==> src/sfl_pkg.sv <==
package sfl_pkg;

    localparam int ADDR_W         = 24;
    localparam int LIMIT_W        = 25;
    localparam int PAGE_BYTES_DEF = 256;
    localparam int QUEUE_DEPTH    = 2;

    localparam logic [LIMIT_W-1:0] LIMIT_RESET = 25'h0200000;

    localparam logic [1:0] LIMIT_ADDR = 2'd0;

    localparam logic [1:0] FUNC_APPEND = 2'd0;
    localparam logic [1:0] FUNC_FLUSH  = 2'd1;
    localparam logic [1:0] FUNC_STATUS = 2'd2;

    localparam logic [1:0] OUTC_OK    = 2'd0;
    localparam logic [1:0] OUTC_FULL  = 2'd1;
    localparam logic [1:0] OUTC_BUSY  = 2'd2;
    localparam logic [1:0] OUTC_UNEXP = 2'd3;

    localparam logic [7:0] OP_WREN   = 8'h06;
    localparam logic [7:0] OP_PP     = 8'h02;
    localparam logic [7:0] OP_RDSR   = 8'h05;
    localparam logic [7:0] POLL_BYTE = 8'hA5;

    // Steps of a flash command sequence, in the order the back end walks them.
    typedef enum logic [3:0] {
        STEP_WREN,
        STEP_PP,
        STEP_A2,
        STEP_A1,
        STEP_A0,
        STEP_LO,
        STEP_HI,
        STEP_REL,
        STEP_RDSR,
        STEP_DUMMY,
        STEP_NONE
    } t_step;

    typedef struct packed {
        t_step              first_step;
        t_step              last_step;
        logic [1:0]         outcome;
        logic [15:0]        halfword;
        logic [ADDR_W-1:0]  addr;
    } t_job;

    typedef struct packed {
        logic [1:0]  func;
        logic [15:0] halfword;
        logic [7:0]  status_byte;
    } t_in;

    typedef struct packed {
        logic       byte_valid;
        logic [7:0] spi_out;
        logic       release_select;
        logic       status_expected;
        logic [1:0] outcome;
        logic       last;
    } t_out;

endpackage

==> src/sfl_front.sv <==
module sfl_front #(
    parameter int PAGE_BYTES = sfl_pkg::PAGE_BYTES_DEF
) (
    input  logic                         i_clk,
    input  logic                         i_rst_n,
    input  logic                         i_in_valid,
    input  sfl_pkg::t_in                 i_in,
    input  logic [sfl_pkg::LIMIT_W-1:0]  i_limit,
    input  logic                         i_q_full,
    output logic                         o_in_stall,
    output logic                         o_push,
    output sfl_pkg::t_job                o_job
);

    localparam int OFF_W = $clog2(PAGE_BYTES + 2);

    typedef enum logic [1:0] {
        PH_IDLE,
        PH_OPEN,
        PH_WAIT
    } t_phase;

    t_phase                       r_phase, n_phase;
    logic [sfl_pkg::ADDR_W-1:0]   r_log_addr;
    logic [OFF_W-1:0]             r_off, n_off, w_off_p2;
    logic                         w_boundary, w_full, w_adv;

    assign o_in_stall = i_q_full;
    assign o_push     = i_in_valid && !i_q_full;

    // The page offset is tracked alongside the address so that the boundary
    // test needs no modulo; the address wrap to zero also lands on offset zero.
    always_comb begin
        w_off_p2 = r_off + OFF_W'(2);
        if (r_log_addr == {{(sfl_pkg::ADDR_W-1){1'b1}}, 1'b0}) begin
            n_off = '0;
        end else if (w_off_p2 >= OFF_W'(PAGE_BYTES)) begin
            n_off = w_off_p2 - OFF_W'(PAGE_BYTES);
        end else begin
            n_off = w_off_p2;
        end
        w_boundary = (n_off == '0);
        w_full = ({1'b0, r_log_addr} + sfl_pkg::LIMIT_W'(PAGE_BYTES)) >= i_limit;
    end

    always_comb begin
        o_job.first_step = sfl_pkg::STEP_NONE;
        o_job.last_step  = sfl_pkg::STEP_NONE;
        o_job.outcome    = sfl_pkg::OUTC_OK;
        o_job.halfword   = i_in.halfword;
        o_job.addr       = r_log_addr;
        n_phase          = r_phase;
        w_adv            = 1'b0;
        case (i_in.func)
            sfl_pkg::FUNC_APPEND: begin
                if (r_phase == PH_WAIT) begin
                    o_job.outcome = sfl_pkg::OUTC_BUSY;
                end else if (r_phase == PH_OPEN || !w_full) begin
                    o_job.first_step = (r_phase == PH_OPEN) ? sfl_pkg::STEP_LO
                                                            : sfl_pkg::STEP_WREN;
                    o_job.last_step  = w_boundary ? sfl_pkg::STEP_DUMMY
                                                  : sfl_pkg::STEP_HI;
                    n_phase          = w_boundary ? PH_WAIT : PH_OPEN;
                    w_adv            = 1'b1;
                end else begin
                    o_job.outcome = sfl_pkg::OUTC_FULL;
                end
            end
            sfl_pkg::FUNC_FLUSH: begin
                if (r_phase == PH_WAIT) begin
                    o_job.outcome = sfl_pkg::OUTC_BUSY;
                end else if (r_phase == PH_OPEN) begin
                    o_job.first_step = sfl_pkg::STEP_REL;
                    o_job.last_step  = sfl_pkg::STEP_DUMMY;
                    n_phase          = PH_WAIT;
                end
            end
            sfl_pkg::FUNC_STATUS: begin
                if (r_phase != PH_WAIT) begin
                    o_job.outcome = sfl_pkg::OUTC_UNEXP;
                end else if (i_in.status_byte[0]) begin
                    o_job.first_step = sfl_pkg::STEP_DUMMY;
                    o_job.last_step  = sfl_pkg::STEP_DUMMY;
                end else begin
                    o_job.first_step = sfl_pkg::STEP_REL;
                    o_job.last_step  = sfl_pkg::STEP_REL;
                    n_phase          = PH_IDLE;
                end
            end
            default: begin
            end
        endcase
    end

    always_ff @(posedge i_clk) begin
        if (!i_rst_n) begin
            r_phase    <= PH_IDLE;
            r_log_addr <= '0;
            r_off      <= '0;
        end else if (o_push) begin
            r_phase <= n_phase;
            if (w_adv) begin
                r_log_addr <= r_log_addr + sfl_pkg::ADDR_W'(2);
                r_off      <= n_off;
            end
        end
    end

endmodule

==> src/sfl_queue.sv <==
module sfl_queue (
    input  logic          i_clk,
    input  logic          i_rst_n,
    input  logic          i_push,
    input  sfl_pkg::t_job i_job,
    input  logic          i_pop,
    output logic          o_full,
    output logic          o_empty,
    output sfl_pkg::t_job o_job
);

    localparam int DEPTH = sfl_pkg::QUEUE_DEPTH;
    localparam int PTR_W = (DEPTH > 1) ? $clog2(DEPTH) : 1;
    localparam int CNT_W = $clog2(DEPTH + 1);

    sfl_pkg::t_job      r_mem [DEPTH];
    logic [PTR_W-1:0]   r_wptr, r_rptr;
    logic [CNT_W-1:0]   r_count;

    assign o_full  = (r_count == CNT_W'(DEPTH));
    assign o_empty = (r_count == '0);
    assign o_job   = r_mem[r_rptr];

    always_ff @(posedge i_clk) begin
        if (i_push) begin
            r_mem[r_wptr] <= i_job;
        end
    end

    always_ff @(posedge i_clk) begin
        if (!i_rst_n) begin
            r_wptr  <= '0;
            r_rptr  <= '0;
            r_count <= '0;
        end else begin
            if (i_push) begin
                r_wptr <= (r_wptr == PTR_W'(DEPTH - 1)) ? '0 : r_wptr + PTR_W'(1);
            end
            if (i_pop) begin
                r_rptr <= (r_rptr == PTR_W'(DEPTH - 1)) ? '0 : r_rptr + PTR_W'(1);
            end
            if (i_push && !i_pop) begin
                r_count <= r_count + CNT_W'(1);
            end else if (i_pop && !i_push) begin
                r_count <= r_count - CNT_W'(1);
            end
        end
    end

endmodule

==> src/sfl_back.sv <==
module sfl_back (
    input  logic          i_clk,
    input  logic          i_rst_n,
    input  logic          i_q_empty,
    input  sfl_pkg::t_job i_q_job,
    input  logic          i_out_stall,
    output logic          o_pop,
    output logic          o_out_valid,
    output sfl_pkg::t_out o_out
);

    logic            r_active;
    sfl_pkg::t_job   r_job;
    sfl_pkg::t_step  r_step, w_next_step;
    logic            r_out_valid;
    sfl_pkg::t_out   r_out, w_res;
    logic            w_can_load, w_emit, w_is_last;

    assign o_out_valid = r_out_valid;
    assign o_out       = r_out;

    assign w_can_load = !r_out_valid || !i_out_stall;
    assign w_emit     = r_active && w_can_load;
    assign w_is_last  = (r_step == r_job.last_step);
    assign o_pop      = !i_q_empty && (!r_active || (w_emit && w_is_last));

    // After the high data byte the sequence skips the bare release step and
    // goes straight to read-status.
    always_comb begin
        if (r_step == sfl_pkg::STEP_HI) begin
            w_next_step = sfl_pkg::STEP_RDSR;
        end else begin
            w_next_step = sfl_pkg::t_step'(r_step + 4'd1);
        end
    end

    always_comb begin
        w_res.byte_valid      = 1'b1;
        w_res.spi_out         = 8'h00;
        w_res.release_select  = 1'b0;
        w_res.status_expected = 1'b0;
        w_res.outcome         = r_job.outcome;
        w_res.last            = w_is_last;
        case (r_step)
            sfl_pkg::STEP_WREN: begin
                w_res.spi_out        = sfl_pkg::OP_WREN;
                w_res.release_select = 1'b1;
            end
            sfl_pkg::STEP_PP:    w_res.spi_out = sfl_pkg::OP_PP;
            sfl_pkg::STEP_A2:    w_res.spi_out = r_job.addr[23:16];
            sfl_pkg::STEP_A1:    w_res.spi_out = r_job.addr[15:8];
            sfl_pkg::STEP_A0:    w_res.spi_out = r_job.addr[7:0];
            sfl_pkg::STEP_LO:    w_res.spi_out = r_job.halfword[7:0];
            sfl_pkg::STEP_HI: begin
                w_res.spi_out        = r_job.halfword[15:8];
                w_res.release_select = (r_job.last_step == sfl_pkg::STEP_DUMMY);
            end
            sfl_pkg::STEP_REL: begin
                w_res.byte_valid     = 1'b0;
                w_res.release_select = 1'b1;
            end
            sfl_pkg::STEP_RDSR:  w_res.spi_out = sfl_pkg::OP_RDSR;
            sfl_pkg::STEP_DUMMY: begin
                w_res.spi_out         = sfl_pkg::POLL_BYTE;
                w_res.status_expected = 1'b1;
            end
            default: begin
                w_res.byte_valid = 1'b0;
            end
        endcase
    end

    always_ff @(posedge i_clk) begin
        if (!i_rst_n) begin
            r_active    <= 1'b0;
            r_out_valid <= 1'b0;
        end else begin
            if (w_emit) begin
                r_out_valid <= 1'b1;
                r_out       <= w_res;
            end else if (w_can_load) begin
                r_out_valid <= 1'b0;
            end
            if (o_pop) begin
                r_active <= 1'b1;
                r_job    <= i_q_job;
                r_step   <= i_q_job.first_step;
            end else if (w_emit) begin
                if (w_is_last) begin
                    r_active <= 1'b0;
                end else begin
                    r_step <= w_next_step;
                end
            end
        end
    end

endmodule

==> src/spi_flash_log_writer_unit.sv <==
// Serial NOR flash log writer. Each input transfer (append, flush or status
// reply) is classified at once by the front end, which owns the log address
// and burst phase, and is queued in a two-entry queue as a command sequence.
// The back end turns each queued sequence into 1 to 9 result transfers, one
// per clock: 9 for an append that opens a burst and closes it at a page end,
// 7 for an append that opens a burst, 2 or 4 for an append into an open
// burst, 3 for a flush of an open burst, and 1 otherwise. The input side
// takes one transfer per clock while the queue has room, so throughput is
// set by the back end's one result per clock and by output stalls.
// address_limit is written through the APB port at byte address 0 and should
// only be changed while the block is idle.
module spi_flash_log_writer_unit #(
    parameter int PAGE_BYTES = sfl_pkg::PAGE_BYTES_DEF
) (
    input  logic          i_clk,
    input  logic          i_rst_n,
    input  logic          i_in_valid,
    output logic          o_in_stall,
    input  sfl_pkg::t_in  i_in,
    output logic          o_out_valid,
    input  logic          i_out_stall,
    output sfl_pkg::t_out o_out,
    input  logic          psel,
    input  logic          penable,
    input  logic          pwrite,
    input  logic [1:0]    paddr,
    input  logic [31:0]   pwdata,
    output logic [31:0]   prdata,
    output logic          pready
);

    logic [sfl_pkg::LIMIT_W-1:0] r_limit;
    logic                        w_push, w_pop, w_q_full, w_q_empty;
    sfl_pkg::t_job               w_job_in, w_job_out;

    assign pready = 1'b1;
    assign prdata = {{(32 - sfl_pkg::LIMIT_W){1'b0}}, r_limit};

    // The only register, address_limit, sits at byte address 0.
    always_ff @(posedge i_clk) begin
        if (!i_rst_n) begin
            r_limit <= sfl_pkg::LIMIT_RESET;
        end else if (psel && penable && pwrite && pready && paddr == sfl_pkg::LIMIT_ADDR) begin
            r_limit <= pwdata[sfl_pkg::LIMIT_W-1:0];
        end
    end

    sfl_front #(
        .PAGE_BYTES (PAGE_BYTES)
    ) u_front (
        .i_clk      (i_clk),
        .i_rst_n    (i_rst_n),
        .i_in_valid (i_in_valid),
        .i_in       (i_in),
        .i_limit    (r_limit),
        .i_q_full   (w_q_full),
        .o_in_stall (o_in_stall),
        .o_push     (w_push),
        .o_job      (w_job_in)
    );

    sfl_queue u_queue (
        .i_clk   (i_clk),
        .i_rst_n (i_rst_n),
        .i_push  (w_push),
        .i_job   (w_job_in),
        .i_pop   (w_pop),
        .o_full  (w_q_full),
        .o_empty (w_q_empty),
        .o_job   (w_job_out)
    );

    sfl_back u_back (
        .i_clk       (i_clk),
        .i_rst_n     (i_rst_n),
        .i_q_empty   (w_q_empty),
        .i_q_job     (w_job_out),
        .i_out_stall (i_out_stall),
        .o_pop       (w_pop),
        .o_out_valid (o_out_valid),
        .o_out       (o_out)
    );

    a_status_dummy: assert property (@(posedge i_clk) disable iff (!i_rst_n)
        o_out_valid && o_out.status_expected |->
            o_out.byte_valid && o_out.spi_out == sfl_pkg::POLL_BYTE)
        else $error("status reply requested on a byte other than the dummy");

    a_error_single: assert property (@(posedge i_clk) disable iff (!i_rst_n)
        o_out_valid && o_out.outcome != sfl_pkg::OUTC_OK |->
            o_out.last && !o_out.byte_valid)
        else $error("refused item produced more than one result or a byte");

    a_empty_byte: assert property (@(posedge i_clk) disable iff (!i_rst_n)
        o_out_valid && !o_out.byte_valid |-> o_out.spi_out == 8'h00)
        else $error("result without a byte carries nonzero data");

    a_queue_room: assert property (@(posedge i_clk) disable iff (!i_rst_n)
        w_push |-> !w_q_full || w_pop)
        else $error("command queue overflow");

endmodule

==> config.mk <==
export PLATFORM = sky130hd
export DESIGN_NAME = spi_flash_log_writer_unit
export DESIGN_NICKNAME = d
export VERILOG_FILES = /design/src/sfl_pkg.sv /design/src/sfl_front.sv /design/src/sfl_queue.sv /design/src/sfl_back.sv /design/src/spi_flash_log_writer_unit.sv
export SDC_FILE = /design/constraint.sdc
export NUM_CORES = 1
export LEC_CHECK = 0
export BUFFER_PORTS_ARGS = -buffer_cell sky130_fd_sc_hd__buf_2
export CAP_MARGIN = 25
export CORE_ASPECT_RATIO = 1.25
export CORE_UTILIZATION = 25
export DETAILED_ROUTE_END_ITERATION = 10
export HOLD_SLACK_MARGIN = 0.15
export SLEW_MARGIN = 0
export SYNTH_ARGS = -nofsm -noshare
export SYNTH_HDL_FRONTEND = slang
export SYNTH_HIERARCHICAL = 1
export SYNTH_SLANG_ARGS = --single-unit
==> constraint.sdc <==
create_clock -name i_clk -period 8.79 [get_ports i_clk]
set_clock_uncertainty 0.1 [all_clocks]
set_input_delay 1.758 -clock i_clk [delete_from_list [all_inputs] [get_ports i_clk]]
set_output_delay 1.758 -clock i_clk [all_outputs]
set_load 0.005 [all_outputs]
# Word level (Yosys, flattened, before mapping)
# Memories as Yosys holds them, arrays and structs flattened. A register that Yosys moved wholly into a read port is not among the register bits.
# Cells that the tools add are included.
[classes]
shift = 0
muxes = 47
reduce_logical = 38
n_mul = 0
div = 0
order_cmp = 2
bitwise_logic = 0
n_eq_ne = 25
addsub = 9
[op_table]
columns = ["op", "n"]
rows = [
  ["one-hot mux 8 bit (9 select lines)", 1],
  ["2-to-1 mux 8 bit", 6],
  ["one-hot mux 10 bit (3 select lines)", 1],
  ["adder 24 x 9 -> 25 bit, second input constant", 1],
  [">= comparator 25 bit", 1],
  ["adder 24 x 2 -> 24 bit, second input constant", 1],
  ["equality test 24 bit, second input constant", 1],
  ["2-to-1 mux 2 bit", 12],
  ["2-to-1 mux 4 bit", 5],
  ["2-to-1 mux 9 bit", 2],
  ["2-to-1 mux 1 bit", 17],
  ["equality test 4 x 3 -> 1 bit, second input constant", 4],
  ["equality test 4 bit, second input constant", 3],
  ["!= test 2 bit, second input constant", 6],
  ["adder 9 x 2 -> 9 bit, second input constant", 1],
  [">= comparator 9 bit, second input constant", 1],
  ["logical AND 1 bit", 9],
  ["zero test 9 bit", 1],
  ["OR reduction 9 bit", 1],
  ["subtractor 9 bit, second input constant", 1],
  ["equality test 4 x 2 -> 1 bit, second input constant", 2],
  ["zero test 1 bit", 8],
  ["AND reduction 2 bit", 4],
  ["AND reduction 8 bit", 1],
  ["other kinds (19)", 31],
]
[totals]
word_cells = 142
regBits = 130
latchBits = 0
output_inout_bits = 49
inputBits = 67
ram_bits = 100
romBits = 0
n_memories = 1
[memory_table]
columns = ["memory", "words", "width", "read_ports", "rd_ports_with_merged_regs", "wr", "line", "source"]
rows = [
  ["u_queue.r_mem", 2, 50, 1, 1, 1, "sfl_queue.sv:16", "sfl_pkg::t_job r_mem [DEPTH];"],
]

# Depth between registers and ports, before layout
[depth]
ltp_word = 9
depth_mapped = 18

# By module
# Netlist, hierarchy kept.
[by_module_without_submodules]
columns = ["mod", "area_each_um2", "instances", "cells_each", "seq_area_each_um2"]
rows = [
  ["sfl_queue", 3814.9, 1, 178, 3103.0],
  ["sfl_front", 3143.0, 1, 409, 660.6],
  ["sfl_back", 2760.1, 1, 184, 1961.9],
  ["spi_flash_log_writer_unit", 1098.6, 1, 121, 500.5],
]

# Worst setup path after synthesis
# No wires, ideal clock.
[synth_path]
path_type = "input -> register"
from = "input i_in_valid"
to = "memory u_queue/r_mem[0][0] in the netlist's numbering (enable)"
arrival_time_ns = 4.443
path_slack_ns = 3.782
setup_ns = 0.465
required_time_ns = 8.225
path_buffers = 1
cell_stages = 3
cell_sequence = "nor2b_1 clkbuf_1 nor2b_1"
[synth_between]
elab_chain_len = 3
[synth_lines]
columns = ["item", "line", "source"]
rows = [
  ["start: declaration", "spi_flash_log_writer_unit.sv:17", "input logic i_in_valid,"],
  ["logical AND 1 bit", "sfl_front.sv:29", "assign o_push = i_in_valid && !i_q_full;"],
  ["via w_push", "spi_flash_log_writer_unit.sv:33", "logic w_push, w_pop, w_q_full, w_q_empty;"],
  ["2-to-1 mux 1 bit", "sfl_queue.sv:25", "if (i_push) begin"],
  ["2-to-1 mux 1 bit (implied by the code)", "sfl_queue.sv:26", "r_mem[r_wptr] <= i_job;"],
  ["end: declaration", "sfl_queue.sv:16", ""],
]
# The timed path passes the listed nets, and every way through them passes these cells.

==> summary by stage <==
GRT
The aggregate global routing overflow is 0. The global-route wire length before repair is 36100 µm. The via count of the first global-routing pass is 6636. Entering global routing, the biggest net connects 92 pins. In the global route stage, overall resource usage came out at 10.2%. The number of antenna violations at the first check in global routing is 0.

Flow run
The tool flagged a number of max-cap violations equal to 0.

Critical path
STA classifies the critical path endpoint as a flip-flop. The type of the setup path with the least slack is flip-flop to flip-flop. STA classifies the critical path startpoint as a flip-flop. The biggest fanout along the worst timing path is 23.

Setup slack on the worst reg-to-reg path comes out at 3.79 ns. Data on the critical path arrives at its endpoint at 5.16 ns. The cell depth of the worst flop-to-flop path is 16.

For the worst setup path, the data required time is 8.96 ns. The capture point of the worst reg-to-reg path is u_queue/r_mem[0][42]$_DFFE_PP_. In this run the critical register-to-register path is launched from u_front/r_log_addr[8]$_SDFFE_PN0P_.

STA
Dividing the final minimum period by the clock period gives 56.8%. Setup violations remaining at the end of the flow were counted as 0. The pin slew with the least headroom to its limit is 1.04 ns. The number of pins with negative max-slew slack in the final report is 0.

The final-report hold violation count is 0. Setup repair after global routing left no endpoint under its margin. After routing, the total negative slack on setup checks comes to 0 ns.

The shortest clock period the worst path allows after layout is 5.00 ns. The maximum clock frequency is 200 MHz. Measured against its own limit, the worst slew margin works out to 30.3%.

CTS
The clock-pin slew reported for the worst setup and hold paths after clock tree synthesis is 0.06 ns. The largest buffer count on any clock path is 3. The clock reaches the later pin of the worst-skew pair after 0.53 ns.

After clock tree synthesis, the repair step resized 0 gates. TritonCTS built the clock tree. The depth of the CTS H-tree is 1. The number of sinks on the clock net is 229. The quantity of hold-fixing buffers added after cts is 0. In this run the clock root is driven by a sky130_fd_sc_hd__clkbuf_16. Clock tree synthesis inserted a total of 25 buffers.

The buffers inserted during post-CTS setup optimization is 0.

Synth
By area the synthesized netlist is led by sky130_fd_sc_hd__edfxtp_1 46%, sky130_fd_sc_hd__dfxtp_1 12%, sky130_fd_sc_hd__mux2_2 5.2%. For this run, the number of Yosys warnings is 6. In this run, synthesis inferred 164 flip-flops with an integrated enable. The share of the synthesized area in the top cell type is 45.5%. The post-synthesis instance total is 892. The synthesized area per cell is 12.1 µm². The cell taking the most area after synthesis is sky130_fd_sc_hd__edfxtp_1. The mapped cell area is 10800 µm².

For this run, asynchronously set or reset flops after synthesis account for 0%. The share of the Yosys chip area taken by registers is 57.6%. The most used flip-flop cell after synthesis is sky130_fd_sc_hd__edfxtp_1. The post-synthesis sequential element count is 229. The post-synthesis cell type count is 81.

Power
In this run the static leakage power is 4.48 nW. The part of the total power dissipated in sequential elements is 46.8%. The net switching power figure is 0.874 mW. The part of the total power dissipated in the clock network is 33.4%. Combinational logic is responsible for 19.9% of the overall power. Net switching is 27.6% of the power. The total internal power is 2.30 mW. Dividing total power by cell area gives a power density of 254 nW/µm². The worst IR drop on VDD is 0.000132 V.

Layout
The post-route netlist has 22.0% of its cells at a drive strength greater than 1. The area growth from synthesis to final layout is 15.6%. The antenna diode count is 0.

In the final layout, the multi-input gates occupy 4000 µm². The filler cells instantiated in the layout total 4295. Registers take 6230 µm².

The number of nets in the layout is 1054. Once layout is complete, the utilization of the core stands at 29.5%.

Floorplanning
The die footprint is 44100 µm². The standard cell core area is 42400 µm². The die is 188 µm wide. In this run the vertical extent of the chip is 235 µm. The initial utilization of the core area, before any placement, comes to 25.5%. The number of top-level pins is 116. In this run the core area contains 84 standard-cell rows.

Placement
During placement, the flow inserted port buffers numbering 93. The half-perimeter wire length of the detailed placement result is 16000 µm. At the end of routability-driven placement, the weighted congestion stood at 0.809.

Worst hold path
In this run the most critical hold path is launched from u_back/r_job[40]$_DFFE_PP_. The class of the worst hold path is flip-flop to flip-flop. The path with the worst hold slack has its endpoint at u_back/o_out[1]$_DFFE_PP_. Along the worst hold path, the cell count comes to 0.

Route
In the routed design, unresolved DRC markers number 0. The final wirelength is 22900 µm. The routed length per placed instance is 14.9 µm. The number of vias after detailed routing is 6915. The first detailed-routing pass took 5 iterations. Dividing the detail-routed via count by the number of cells gives 4.51. In this run, the number of DRC markers left after iteration 0 of detailed routing was 537.

The number of routed nets with antenna violations is 0.

Run status
The flow ran to the end, and the final reports show no timing, DRC or antenna violations.
[power groups by stage]
stage / Sequential, mW / Combinational [mW] / Clock, mW
2_1_floorplan: 1.44 / 0.538 / 0
3_3_place_gp: 1.51 / 0.623 / 0
3_5_place_dp: 1.51 / 0.639 / 0
4_1_cts: 1.49 / 0.642 / 1.09
5_1_grt: 1.50 / 0.696 / 1.12
6_report: 1.48 / 0.630 / 1.06
[cells by family after synthesis]
| logic type | after synthesis | synth area share [%] |
|---|---|---|
| AO/OA/AOI/OAI | 156 | 9.99 |
| flip-flops | 229 | 57.6 |
| buffers and inverters | 120 | 5.80 |
| AND/OR/NAND/NOR | 239 | 11.8 |
| XOR/XNOR | 23 | 2.11 |
| other | 3 | 0.104 |
| multiplexers | 90 | 8.94 |
| adder cells (fa/ha/maj) | 32 | 3.70 |
[synthesized netlist by cell type (all sizes together), types with 7 or more instances]
cell type and number:
edfxtp 164, nand2 92, dfxtp 65, mux2 53
buf 51, inv 45, a21oi 42, mux2i 37
ha 32, nor2 24, clkbuf 23, o21ai 23
o31ai 17, and3 16, nor2b 13, xnor2 13
nand3 12, a22oi 11, nand4 11, and2 10
nand2b 10, xor2 10, nor3 9, o311ai 8
o2111ai 7, or4 7
[worst max-delay path, cell delays in order, from the launching register on]
cell                      delay (ns)
sky130_fd_sc_hd__dfxtp_1        0.47
sky130_fd_sc_hd__ha_1           0.25
sky130_fd_sc_hd__and3_1         0.23
sky130_fd_sc_hd__and3_1         0.25
sky130_fd_sc_hd__and3_1         0.27
sky130_fd_sc_hd__and3_1         0.28
sky130_fd_sc_hd__and3_1         0.23
sky130_fd_sc_hd__xnor2_1        0.09
sky130_fd_sc_hd__ha_1           0.32
sky130_fd_sc_hd__nand4_1        0.14
sky130_fd_sc_hd__nor4_1         0.52
sky130_fd_sc_hd__o311a_1        0.28
sky130_fd_sc_hd__o41ai_1        0.12
sky130_fd_sc_hd__a21oi_1        0.56
sky130_fd_sc_hd__buf_4          0.36
sky130_fd_sc_hd__or4_1          0.15
sky130_fd_sc_hd__a31oi_1        0.10
[how the worst max path moves through the flow]
stage	from	end	slack, ns	depth (start not counted)
after global routing	u_front/r_log_addr[8]$_SDFFE_PN0P_	u_queue/r_mem[0][43]$_DFFE_PP_	3.42	16
after floorplan	i_in_valid	u_queue/r_mem[0][0]$_DFFE_PP_	3.78	3
after detailed placement	u_front/r_log_addr[8]$_SDFFE_PN0P_	u_queue/r_mem[0][42]$_DFFE_PP_	3.73	15
final	u_front/r_log_addr[8]$_SDFFE_PN0P_	u_queue/r_mem[0][42]$_DFFE_PP_	3.79	16
after global placement	u_front/r_log_addr[8]$_SDFFE_PN0P_	u_queue/r_mem[0][42]$_DFFE_PP_	3.82	15
after CTS	u_front/r_log_addr[8]$_SDFFE_PN0P_	u_queue/r_mem[0][42]$_DFFE_PP_	3.71	15
[layout make-up]
cell class	instances	share of cell area (%)
flip-flops and latches	229	49.8
multi-input cells	549	32.0
well taps	559	5.60
clock buffers	35	5.47
repair buffers	104	4.54
inverters	46	1.38
clock inverters	11	1.22
[through the flow]
stage | setup slack, ns | hold slack (ns) | power [mW] | cells | area, µm²
2_1_floorplan | 3.78 | 0.300 | 1.98 | 898 | 10800
3_3_place_gp | 3.82 | 0.305 | 2.13 | 1485 | 11600
3_5_place_dp | 3.73 | 0.309 | 2.15 | 1486 | 11600
4_1_cts | 3.71 | 0.323 | 3.21 | 1532 | 12500
5_1_grt | 3.42 | 0.326 | 3.32 | 1533 | 12500
6_report | 3.79 | 0.320 | 3.17 | 1533 | 12500
[per-layer routing]
| metal | wire [µm] | GRT usage [%] | vias to the layer above |
|---|---|---|---|
| met4 | 391 | 2.49 | 0 |
| li1 | - | - | 3399 |
| met3 | 1140 | 1.67 | 33 |
| met1 | 10300 | 13.1 | 3276 |
| met2 | 11100 | 17.7 | 207 |
| met5 | 0 | 0 | - |
[state kept, by name (all words and copies together) (netlist names), named ones only]
register,count
r_limit,25
u_front/r_off,8
u_back/r_step,4
u_queue/r_rptr,1
u_back/r_active,1
u_back/o_out,14
u_queue/r_mem,100
u_front/r_log_addr,23
u_back/r_job,46
u_queue/r_count,2
u_front/r_phase,2
u_back/o_out_valid,1
u_queue/r_wptr,1
[cells in the final DEF, fill, tap and decap left out, drive strengths merged, types with 8 or more instances in the layout]
cell type	instances
nor3	9
nor2	24
nand2b	10
a21oi	42
and2	10
nor2b	13
buf	104
and3	16
conb	9
mux2i	37
mux2	53
xnor2	13
o311ai	8
inv	46
o21ai	23
nand2	92
a22oi	11
ha	32
xor2	10
edfxtp	164
o31ai	17
dfxtp	65
nand4	11
nand3	12
clkbuf	35
Power figures use the tool's default switching activity.
